File: src/hdl/stdq_pkg.sv
`timescale 1ns / 1ps

package stdq_pkg;

  localparam int unsigned QUEUE_DEPTH = 16;
  localparam int unsigned IDX_W       = $clog2(QUEUE_DEPTH);
  localparam int unsigned CNT_W       = $clog2(QUEUE_DEPTH + 1);
  localparam int unsigned EXPIRY_W    = 64;
  localparam int unsigned TAG_W       = 8;
  localparam int unsigned PENDING_W   = 5;

  localparam logic [EXPIRY_W-1:0] NO_TIMER_VALUE = 64'hFFFF_FFFF_FFFF_FFFF;

  typedef enum logic {
    CMD_ADD  = 1'b0,
    CMD_FIRE = 1'b1
  } cmd_e;

  typedef enum logic [1:0] {
    ST_OK    = 2'd0,
    ST_FULL  = 2'd1,
    ST_EMPTY = 2'd2
  } status_e;

  typedef enum logic [2:0] {
    S_IDLE,
    S_ADD_CMP,
    S_ADD_LAST,
    S_FIRE_TAG,
    S_FIRE_HEAD,
    S_DONE
  } state_e;

  typedef struct packed {
    cmd_e                command;
    logic [EXPIRY_W-1:0] expiry_time;
    logic [TAG_W-1:0]    timer_tag;
  } in_item_t;

  typedef struct packed {
    logic [EXPIRY_W-1:0]  compare_value;
    logic                 fired_valid;
    logic [TAG_W-1:0]     fired_tag;
    status_e              status;
    logic [PENDING_W-1:0] pending_count;
  } out_item_t;

  typedef struct packed {
    logic [EXPIRY_W-1:0] expiry;
    logic [TAG_W-1:0]    tag;
  } entry_t;

  localparam int unsigned ENTRY_W = $bits(entry_t);

  // Ring pointer step with wrap at any depth
  function automatic logic [IDX_W-1:0] idx_inc(input logic [IDX_W-1:0] p);
    logic [IDX_W-1:0] r;
    if (p == IDX_W'(QUEUE_DEPTH - 1)) begin
      r = '0;
    end else begin
      r = p + IDX_W'(1);
    end
    return r;
  endfunction

  function automatic logic [IDX_W-1:0] idx_dec(input logic [IDX_W-1:0] p);
    logic [IDX_W-1:0] r;
    if (p == '0) begin
      r = IDX_W'(QUEUE_DEPTH - 1);
    end else begin
      r = p - IDX_W'(1);
    end
    return r;
  endfunction

endpackage

File: src/hdl/stdq_ram.sv
`timescale 1ns / 1ps

module stdq_ram #(
  parameter int unsigned DATA_W = 8,
  parameter int unsigned DEPTH  = 16,
  parameter int unsigned ADDR_W = $clog2(DEPTH)
) (
  input  logic              clk_i,
  input  logic              we_i,
  input  logic [ADDR_W-1:0] waddr_i,
  input  logic [DATA_W-1:0] wdata_i,
  input  logic              re_i,
  input  logic [ADDR_W-1:0] raddr_i,
  output logic [DATA_W-1:0] rdata_o
);

  logic [DATA_W-1:0] mem [DEPTH];
  logic [DATA_W-1:0] rdata_q;

  always_ff @(posedge clk_i) begin
    if (we_i) begin
      mem[waddr_i] <= wdata_i;
    end
  end

  always_ff @(posedge clk_i) begin
    if (re_i) begin
      rdata_q <= mem[raddr_i];
    end
  end

  assign rdata_o = rdata_q;

endmodule

File: src/hdl/stdq_ctrl.sv
`timescale 1ns / 1ps

module stdq_ctrl (
  input  logic                        clk_i,
  input  logic                        rst_ni,
  input  logic                        in_valid_i,
  output logic                        in_ready_o,
  input  stdq_pkg::in_item_t          in_item_i,
  output logic                        res_valid_o,
  input  logic                        res_ready_i,
  output stdq_pkg::out_item_t         res_o,
  output logic                        ram_we_o,
  output logic [stdq_pkg::IDX_W-1:0]  ram_waddr_o,
  output stdq_pkg::entry_t            ram_wdata_o,
  output logic                        ram_re_o,
  output logic [stdq_pkg::IDX_W-1:0]  ram_raddr_o,
  input  stdq_pkg::entry_t            ram_rdata_i
);

  stdq_pkg::state_e state_q, state_d;

  logic [stdq_pkg::IDX_W-1:0]    head_q, head_d;
  logic [stdq_pkg::IDX_W-1:0]    tail_q, tail_d;
  logic [stdq_pkg::IDX_W-1:0]    pos_q, pos_d;
  logic [stdq_pkg::CNT_W-1:0]    count_q, count_d;
  logic [stdq_pkg::CNT_W-1:0]    left_q, left_d;
  logic [stdq_pkg::EXPIRY_W-1:0] when_q, when_d;
  logic [stdq_pkg::TAG_W-1:0]    tag_q, tag_d;
  logic [stdq_pkg::EXPIRY_W-1:0] head_exp_q, head_exp_d;
  logic                          fired_valid_q, fired_valid_d;
  logic [stdq_pkg::TAG_W-1:0]    fired_tag_q, fired_tag_d;
  stdq_pkg::status_e             status_q, status_d;

  always_ff @(posedge clk_i or negedge rst_ni) begin
    if (!rst_ni) begin
      state_q <= stdq_pkg::S_IDLE;
      head_q  <= '0;
      tail_q  <= '0;
      count_q <= '0;
    end else begin
      state_q <= state_d;
      head_q  <= head_d;
      tail_q  <= tail_d;
      count_q <= count_d;
    end
  end

  always_ff @(posedge clk_i) begin
    pos_q         <= pos_d;
    left_q        <= left_d;
    when_q        <= when_d;
    tag_q         <= tag_d;
    head_exp_q    <= head_exp_d;
    fired_valid_q <= fired_valid_d;
    fired_tag_q   <= fired_tag_d;
    status_q      <= status_d;
  end

  always_comb begin
    state_d       = state_q;
    head_d        = head_q;
    tail_d        = tail_q;
    pos_d         = pos_q;
    count_d       = count_q;
    left_d        = left_q;
    when_d        = when_q;
    tag_d         = tag_q;
    head_exp_d    = head_exp_q;
    fired_valid_d = fired_valid_q;
    fired_tag_d   = fired_tag_q;
    status_d      = status_q;
    in_ready_o    = 1'b0;
    res_valid_o   = 1'b0;
    ram_we_o      = 1'b0;
    ram_waddr_o   = pos_q;
    ram_wdata_o   = '{expiry: when_q, tag: tag_q};
    ram_re_o      = 1'b0;
    ram_raddr_o   = head_q;

    case (state_q)
      stdq_pkg::S_IDLE: begin
        in_ready_o = 1'b1;
        if (in_valid_i) begin
          when_d        = in_item_i.expiry_time;
          tag_d         = in_item_i.timer_tag;
          fired_valid_d = 1'b0;
          fired_tag_d   = '0;
          status_d      = stdq_pkg::ST_OK;
          pos_d         = tail_q;
          left_d        = count_q;
          if (in_item_i.command == stdq_pkg::CMD_ADD) begin
            if (count_q == stdq_pkg::CNT_W'(stdq_pkg::QUEUE_DEPTH)) begin
              status_d = stdq_pkg::ST_FULL;
              state_d  = stdq_pkg::S_DONE;
            end else if (count_q == '0) begin
              state_d = stdq_pkg::S_ADD_LAST;
            end else begin
              // fetch the last pending entry
              ram_re_o    = 1'b1;
              ram_raddr_o = stdq_pkg::idx_dec(tail_q);
              state_d     = stdq_pkg::S_ADD_CMP;
            end
          end else begin
            if (count_q == '0) begin
              status_d = stdq_pkg::ST_EMPTY;
              state_d  = stdq_pkg::S_DONE;
            end else begin
              ram_re_o    = 1'b1;
              ram_raddr_o = head_q;
              state_d     = stdq_pkg::S_FIRE_TAG;
            end
          end
        end
      end

      stdq_pkg::S_ADD_CMP: begin
        if (ram_rdata_i.expiry > when_q) begin
          // move the later entry up one slot, prefetch the one below it
          ram_we_o    = 1'b1;
          ram_waddr_o = pos_q;
          ram_wdata_o = ram_rdata_i;
          pos_d       = stdq_pkg::idx_dec(pos_q);
          left_d      = left_q - stdq_pkg::CNT_W'(1);
          if (left_q > stdq_pkg::CNT_W'(1)) begin
            ram_re_o    = 1'b1;
            ram_raddr_o = stdq_pkg::idx_dec(stdq_pkg::idx_dec(pos_q));
          end else begin
            state_d = stdq_pkg::S_ADD_LAST;
          end
        end else begin
          // slot found behind an entry with expiry <= new one
          ram_we_o    = 1'b1;
          ram_waddr_o = pos_q;
          count_d     = count_q + stdq_pkg::CNT_W'(1);
          tail_d      = stdq_pkg::idx_inc(tail_q);
          state_d     = stdq_pkg::S_DONE;
        end
      end

      stdq_pkg::S_ADD_LAST: begin
        // new timer lands at the head slot
        ram_we_o    = 1'b1;
        ram_waddr_o = pos_q;
        head_exp_d  = when_q;
        count_d     = count_q + stdq_pkg::CNT_W'(1);
        tail_d      = stdq_pkg::idx_inc(tail_q);
        state_d     = stdq_pkg::S_DONE;
      end

      stdq_pkg::S_FIRE_TAG: begin
        fired_valid_d = 1'b1;
        fired_tag_d   = ram_rdata_i.tag;
        head_d        = stdq_pkg::idx_inc(head_q);
        count_d       = count_q - stdq_pkg::CNT_W'(1);
        if (count_q > stdq_pkg::CNT_W'(1)) begin
          ram_re_o    = 1'b1;
          ram_raddr_o = stdq_pkg::idx_inc(head_q);
          state_d     = stdq_pkg::S_FIRE_HEAD;
        end else begin
          state_d = stdq_pkg::S_DONE;
        end
      end

      stdq_pkg::S_FIRE_HEAD: begin
        head_exp_d = ram_rdata_i.expiry;
        state_d    = stdq_pkg::S_DONE;
      end

      stdq_pkg::S_DONE: begin
        res_valid_o = 1'b1;
        if (res_ready_i) begin
          state_d = stdq_pkg::S_IDLE;
        end
      end

      default: begin
        state_d = stdq_pkg::S_IDLE;
      end
    endcase
  end

  always_comb begin
    res_o.compare_value = (count_q == '0) ? stdq_pkg::NO_TIMER_VALUE : head_exp_q;
    res_o.fired_valid   = fired_valid_q;
    res_o.fired_tag     = fired_tag_q;
    res_o.status        = status_q;
    res_o.pending_count = stdq_pkg::PENDING_W'(count_q);
  end

endmodule

File: src/hdl/sorted_timer_deadline_queue.sv
`timescale 1ns / 1ps

// Sorted timer queue. Pending timers sit in a 16-entry ring memory, kept in
// expiry order from the head; the head's expiry is also held in a register
// so that every result carries the compare value to program (all ones when
// nothing is pending). Each item gives exactly one result. An add walks the
// ring backward from the tail through the single-port-read memory, moving
// each later entry up one slot per cycle until it meets an entry whose
// expiry is less than or equal to the new one, so equal expiries leave in
// the order they were added. A fire reads the head entry for the fired
// tag and, when entries remain, reads the new head's expiry from the
// memory in the cycle after the fired tag. Adds to a full table and fires
// on an empty one go straight to the result with the matching status. One
// item is worked on at a time; the result waits in an output register, so
// the next item is taken as soon as the result has left the sequencer.

module sorted_timer_deadline_queue (
  input  logic                clk_i,
  input  logic                rst_ni,
  input  logic                in_valid_i,
  output logic                in_ready_o,
  input  stdq_pkg::in_item_t  in_item_i,
  output logic                out_valid_o,
  input  logic                out_ready_i,
  output stdq_pkg::out_item_t out_item_o
);

  logic                       res_valid;
  logic                       res_ready;
  stdq_pkg::out_item_t        res;

  logic                       ram_we;
  logic [stdq_pkg::IDX_W-1:0] ram_waddr;
  stdq_pkg::entry_t           ram_wdata;
  logic                       ram_re;
  logic [stdq_pkg::IDX_W-1:0] ram_raddr;
  logic [stdq_pkg::ENTRY_W-1:0] ram_rdata;

  logic                       out_valid_q, out_valid_d;
  stdq_pkg::out_item_t        out_item_q, out_item_d;

  // Sequencer: insert walk, fire and head refresh
  stdq_ctrl u_ctrl (
    .clk_i       (clk_i),
    .rst_ni      (rst_ni),
    .in_valid_i  (in_valid_i),
    .in_ready_o  (in_ready_o),
    .in_item_i   (in_item_i),
    .res_valid_o (res_valid),
    .res_ready_i (res_ready),
    .res_o       (res),
    .ram_we_o    (ram_we),
    .ram_waddr_o (ram_waddr),
    .ram_wdata_o (ram_wdata),
    .ram_re_o    (ram_re),
    .ram_raddr_o (ram_raddr),
    .ram_rdata_i (stdq_pkg::entry_t'(ram_rdata))
  );

  // Timer ring: expiry and tag side by side in one entry
  stdq_ram #(
    .DATA_W (stdq_pkg::ENTRY_W),
    .DEPTH  (stdq_pkg::QUEUE_DEPTH)
  ) u_ram (
    .clk_i   (clk_i),
    .we_i    (ram_we),
    .waddr_i (ram_waddr),
    .wdata_i (ram_wdata),
    .re_i    (ram_re),
    .raddr_i (ram_raddr),
    .rdata_o (ram_rdata)
  );

  // Output register: take a new result whenever the slot is free or draining
  assign res_ready = !out_valid_q || out_ready_i;

  always_comb begin
    out_valid_d = out_valid_q;
    out_item_d  = out_item_q;
    if (res_ready) begin
      out_valid_d = res_valid;
      if (res_valid) begin
        out_item_d = res;
      end
    end
  end

  always_ff @(posedge clk_i or negedge rst_ni) begin
    if (!rst_ni) begin
      out_valid_q <= 1'b0;
    end else begin
      out_valid_q <= out_valid_d;
    end
  end

  always_ff @(posedge clk_i) begin
    out_item_q <= out_item_d;
  end

  assign out_valid_o = out_valid_q;
  assign out_item_o  = out_item_q;

  // A full-table drop only happens with every slot in use
  a_full_count : assert property (@(posedge clk_i) disable iff (!rst_ni)
    out_valid_o && (out_item_o.status == stdq_pkg::ST_FULL)
      |-> (out_item_o.pending_count == stdq_pkg::PENDING_W'(stdq_pkg::QUEUE_DEPTH)))
    else $error("full status with free slots");

  // An empty table must program the idle compare value
  a_empty_compare : assert property (@(posedge clk_i) disable iff (!rst_ni)
    out_valid_o && (out_item_o.pending_count == '0)
      |-> (out_item_o.compare_value == stdq_pkg::NO_TIMER_VALUE))
    else $error("compare value not all ones on empty table");

  // A fired timer is never paired with an error status
  a_fire_ok : assert property (@(posedge clk_i) disable iff (!rst_ni)
    out_valid_o && out_item_o.fired_valid
      |-> (out_item_o.status == stdq_pkg::ST_OK))
    else $error("fired item with error status");

  // The sequencer holds off new items while one is in flight
  a_one_in_flight : assert property (@(posedge clk_i) disable iff (!rst_ni)
    in_valid_i && in_ready_o |=> !in_ready_o)
    else $error("second item accepted while busy");

endmodule
File: config.mk
export PLATFORM = sky130hd
export DESIGN_NAME = sorted_timer_deadline_queue
export DESIGN_NICKNAME = d
export VERILOG_FILES = /design/src/hdl/stdq_pkg.sv /design/src/hdl/stdq_ram.sv /design/src/hdl/stdq_ctrl.sv /design/src/hdl/sorted_timer_deadline_queue.sv
export SDC_FILE = /design/constraint.sdc
export NUM_CORES = 2
export LEC_CHECK = 0
export ABC_AREA = 0
export BUFFER_PORTS_ARGS = -buffer_cell sky130_fd_sc_hd__clkbuf_2
export CAP_MARGIN = 20
export CORE_AREA = 4 4 496 498
export DETAILED_ROUTE_END_ITERATION = 10
export DIE_AREA = 0 0 500 502
export PLACE_DENSITY_LB_ADDON = 0.08
export SETUP_SLACK_MARGIN = 0.4
export SLEW_MARGIN = 15
export SYNTH_ARGS = -nofsm -noshare
export SYNTH_HDL_FRONTEND = slang
export SYNTH_SLANG_ARGS = --single-unit
File: constraint.sdc
create_clock -name clk_i -period 13.5 [get_ports clk_i]
set_clock_uncertainty 0.05 [all_clocks]
set_input_delay 1.35 -clock clk_i [delete_from_list [all_inputs] [get_ports clk_i]]
set_output_delay 1.35 -clock clk_i [all_outputs]
set_load 0.02 [all_outputs]
==> reports/results.ini <==
[logic_synthesis]
yosys-top-cells-area = edfxtp_1 73%, and3_1 3.0%, nand2_1 3.0%
yosysWarnings = 0
syn_avg_cell_area_um2 = 15.3
synth_top_area_share = 0.728
synth-edff-count = 1460
async_flop_share = 0.0115
synth-main-ff-cell = edfxtp_1
yosys_register_bits = 1477
synth_seq_area_share = 0.735
syn_nets = 4095
synth.cell_area_um2 = 60200
yosysUniqueCellTypes = 65
synth_top_area_cell = edfxtp_1
netlist_instances = 3939

[global_route]
grt_pass1_wl_um = 292000
antenna_found_initial = 5
grt_use_met2 = 0.286
gr-usage-all-layers = 0.163
met1_usage = 0.215
busiest_layer = met2
overflow = 0
grt_start_max_net_pins = 154
met3_usage = 0.0199
grt_pass1_vias = 36262

[final_layout]
syn2layout_area_growth_pct = 17.3
final_util = 0.292
drive_above_1_share = 0.167
nets = 4287

[placed_design]
place_congestion = 0.710
io_buffers = 158
post-dp-hpwl_um = 107000

[power_and_ir_drop]
powerDensity_nw_per_um2 = 277
total_leakage_power_nw = 24.2
irDropWorstVdd_v = 0.000350
total_power_mw = 19.6

[routing]
vias_per_cell = 4.74
routed-via-count = 35404
drc = 0
drt_iter0_drc = 2247
wl_per_cell_um = 27.9
routed_wl_um = 208000
route.antenna.remaining_nets = 0
drt_first_pass_iters = 5

[clock_network]
postCtsSetupBuffers = 0
cts-hold-fix-buffers = 0
cts_root_buffer = clkbuf_16
clock_sinks = 1477
htreeDepth = 4
cts_inserted_buffers = 172
cts_resized = 0
clk-insertion-delay-late_ns = 0.82
cts_tree = yes
cts_buffer_depth = 3
clk_pin_slew_worst_paths_ns = 0.06

[run_status]
status = finished, final reports clean

[setup_path]
worstPathArrival_ns = 8.17
endpoint_kind = flop
crit_slowest_cell = nor2_4
crit_type = flop to flop
path_delay_family = simple AND/OR/NAND/NOR gates
cp_data_required_time_ns = 14.00
slowest_delay_ns = 0.81
cp_max_fo = 114
start_kind = flop
crit_chain = inv_1 -> ha_1 -> nand4_1 -> nor3_1 -> nand4_1 -> a31oi_1 -> or4_1 -> nand2_1 -> a311o_2 -> buf_12 -> nor2_4 -> buf_4 -> buf_4 -> a31oi_1 -> a211o_1
crit_buf_inv = 4

[floorplan]
die_w_um = 500
dieArea_um2 = 251000
io_pins = 159
fp-row-count = 181
start_util = 0.249
core-area_um2 = 242000
die_y_um = 502

[timing]
setup_violations = 0
fmax_ghz = 0.130
whs_ns = 0.369
period_needed_ns = 7.67
final_hold_viol_count = 0
period_share = 0.568
max-slew-margin-rel = 0.273
drv_slew = 0
rsz0062_at_grt = no
finalSetupTns_ns = 0
tightestPinTransition_ns = 1.09

[worst_hold_path]
hold_class = flop to flop

[run]
drv_cap = 0

report_power, final:
part	leakage [nW]	internal (mW)	switching, mW	total (mW)
Clock	2.56	2.56	1.93	4.49
Sequential	13.5	6.37	0.322	6.69
Combinational	8.18	2.43	5.98	8.41
Total	24.2	11.4	8.23	19.6
cells in the final DEF, fill, tap and decap left out, types with 66 or more instances in the layout:
cell type	synthesis	layout
a2111oi_0	72	72
a311oi_2	71	70
clkbuf_16	0	174
clkbuf_2	0	158
a31oi_1	78	77
a211oi_1	220	220
a211o_1	74	73
mux2i_1	145	145
nand2_1	474	474
or2_2	66	66
o21ai_0	154	135
nor3b_1	73	73
edfxtp_1	1460	1460
ha_1	79	79
and3_1	290	289
inv_1	82	81
a221oi_1	76	75
buf_4	1	129
registers in the layout, indices dropped and copies added (netlist names), 2 cells and up:
name / count
out_item_o: 80
u_ctrl.count_q: 5
u_ctrl.fired_tag_q: 8
u_ctrl.head_exp_q: 64
u_ctrl.head_q: 4
u_ctrl.left_q: 5
u_ctrl.pos_q: 4
u_ctrl.state_q: 3
u_ctrl.status_q: 2
u_ctrl.tag_q: 8
u_ctrl.tail_q: 4
u_ctrl.when_q: 64
u_ram.mem: 1152
u_ram.rdata_o: 72
metal layers:
| layer | part of all wire | vias up |
|---|---|---|
| li1 | - | 15953 |
| met5 | 0 | - |
| met2 | 0.50 | 622 |
| met4 | 0.017 | 0 |
| met1 | 0.45 | 18617 |
| met3 | 0.032 | 212 |
worst reg2reg max path: cells and delay by family (launching register included):
family                     cells  cell delay [ns]
DFF                            1             0.42
AOI/OAI and AO/OA              4             1.72
buffers and inverters          4             1.83
and+or+nand+nor                6             3.08
adders and majority gates      1             0.34
synthesized netlist by cell type, drive strengths merged (16+ instances only):
| cell type | instances |
|---|---|
| clkbuf | 193 |
| a311oi | 73 |
| a21oi | 42 |
| edfxtp | 1460 |
| nand2 | 475 |
| nor3 | 17 |
| or2 | 66 |
| mux2i | 145 |
| nand4 | 16 |
| buf | 92 |
| ha | 79 |
| nor3b | 73 |
| a221oi | 76 |
| nor2 | 33 |
| a31oi | 78 |
| a2111oi | 72 |
| and3 | 290 |
| a211o | 75 |
| a211oi | 220 |
| o21ai | 155 |
| inv | 84 |
| dfrtp | 17 |
path summary, 6_finish.rpt:
kind                                      to  slack (ns)  depth (start not counted)                  from
max                        u_ram.rdata_o[33]        5.83                         15     u_ctrl.when_q[46]
min                           out_item_o[15]        0.37                          0  u_ctrl.fired_valid_q
max reg2reg                u_ram.rdata_o[33]        5.83                         15     u_ctrl.when_q[46]
min reg2reg                   out_item_o[15]        0.37                          0  u_ctrl.fired_valid_q
max in group asynchronous  u_ctrl.count_q[2]       12.57                          1                rst_ni
min in group asynchronous  u_ctrl.state_q[1]        0.47                          1                rst_ni
layout make-up:
| class | count | area (um2) |
|---|---|---|
| fillers | 24070 | 171000 |
| flip-flops and latches | 1477 | 44300 |
| multi-input cells | 2093 | 14700 |
| clock buffers | 230 | 4560 |
| well taps | 3202 | 4010 |
| repair buffers | 303 | 2070 |
| clock inverters | 84 | 737 |
| inverters | 84 | 318 |
| diodes | 4 | 10.0 |
logic make-up after synthesis:
family	synth area share
AOI/OAI and AO/OA	0.107
xor gates and xnor gates	0.00233
adders and majority gates	0.0164
buffers and inverters	0.0263
DFF	0.735
muxes	0.0262
and+or+nand+nor	0.0865
per-stage QoR:
stage / cell area (um2) / instances / worst slack (ns)
after floorplan: 60200 / 3939 / 6.89
after global placement: 65100 / 7141 / 5.18
after detailed placement: 65200 / 7148 / 5.76
after CTS: 70500 / 7462 / 5.73
after global routing: 70600 / 7474 / 5.65
final: 70600 / 7477 / 5.83
Power figures use the tool's default switching activity.
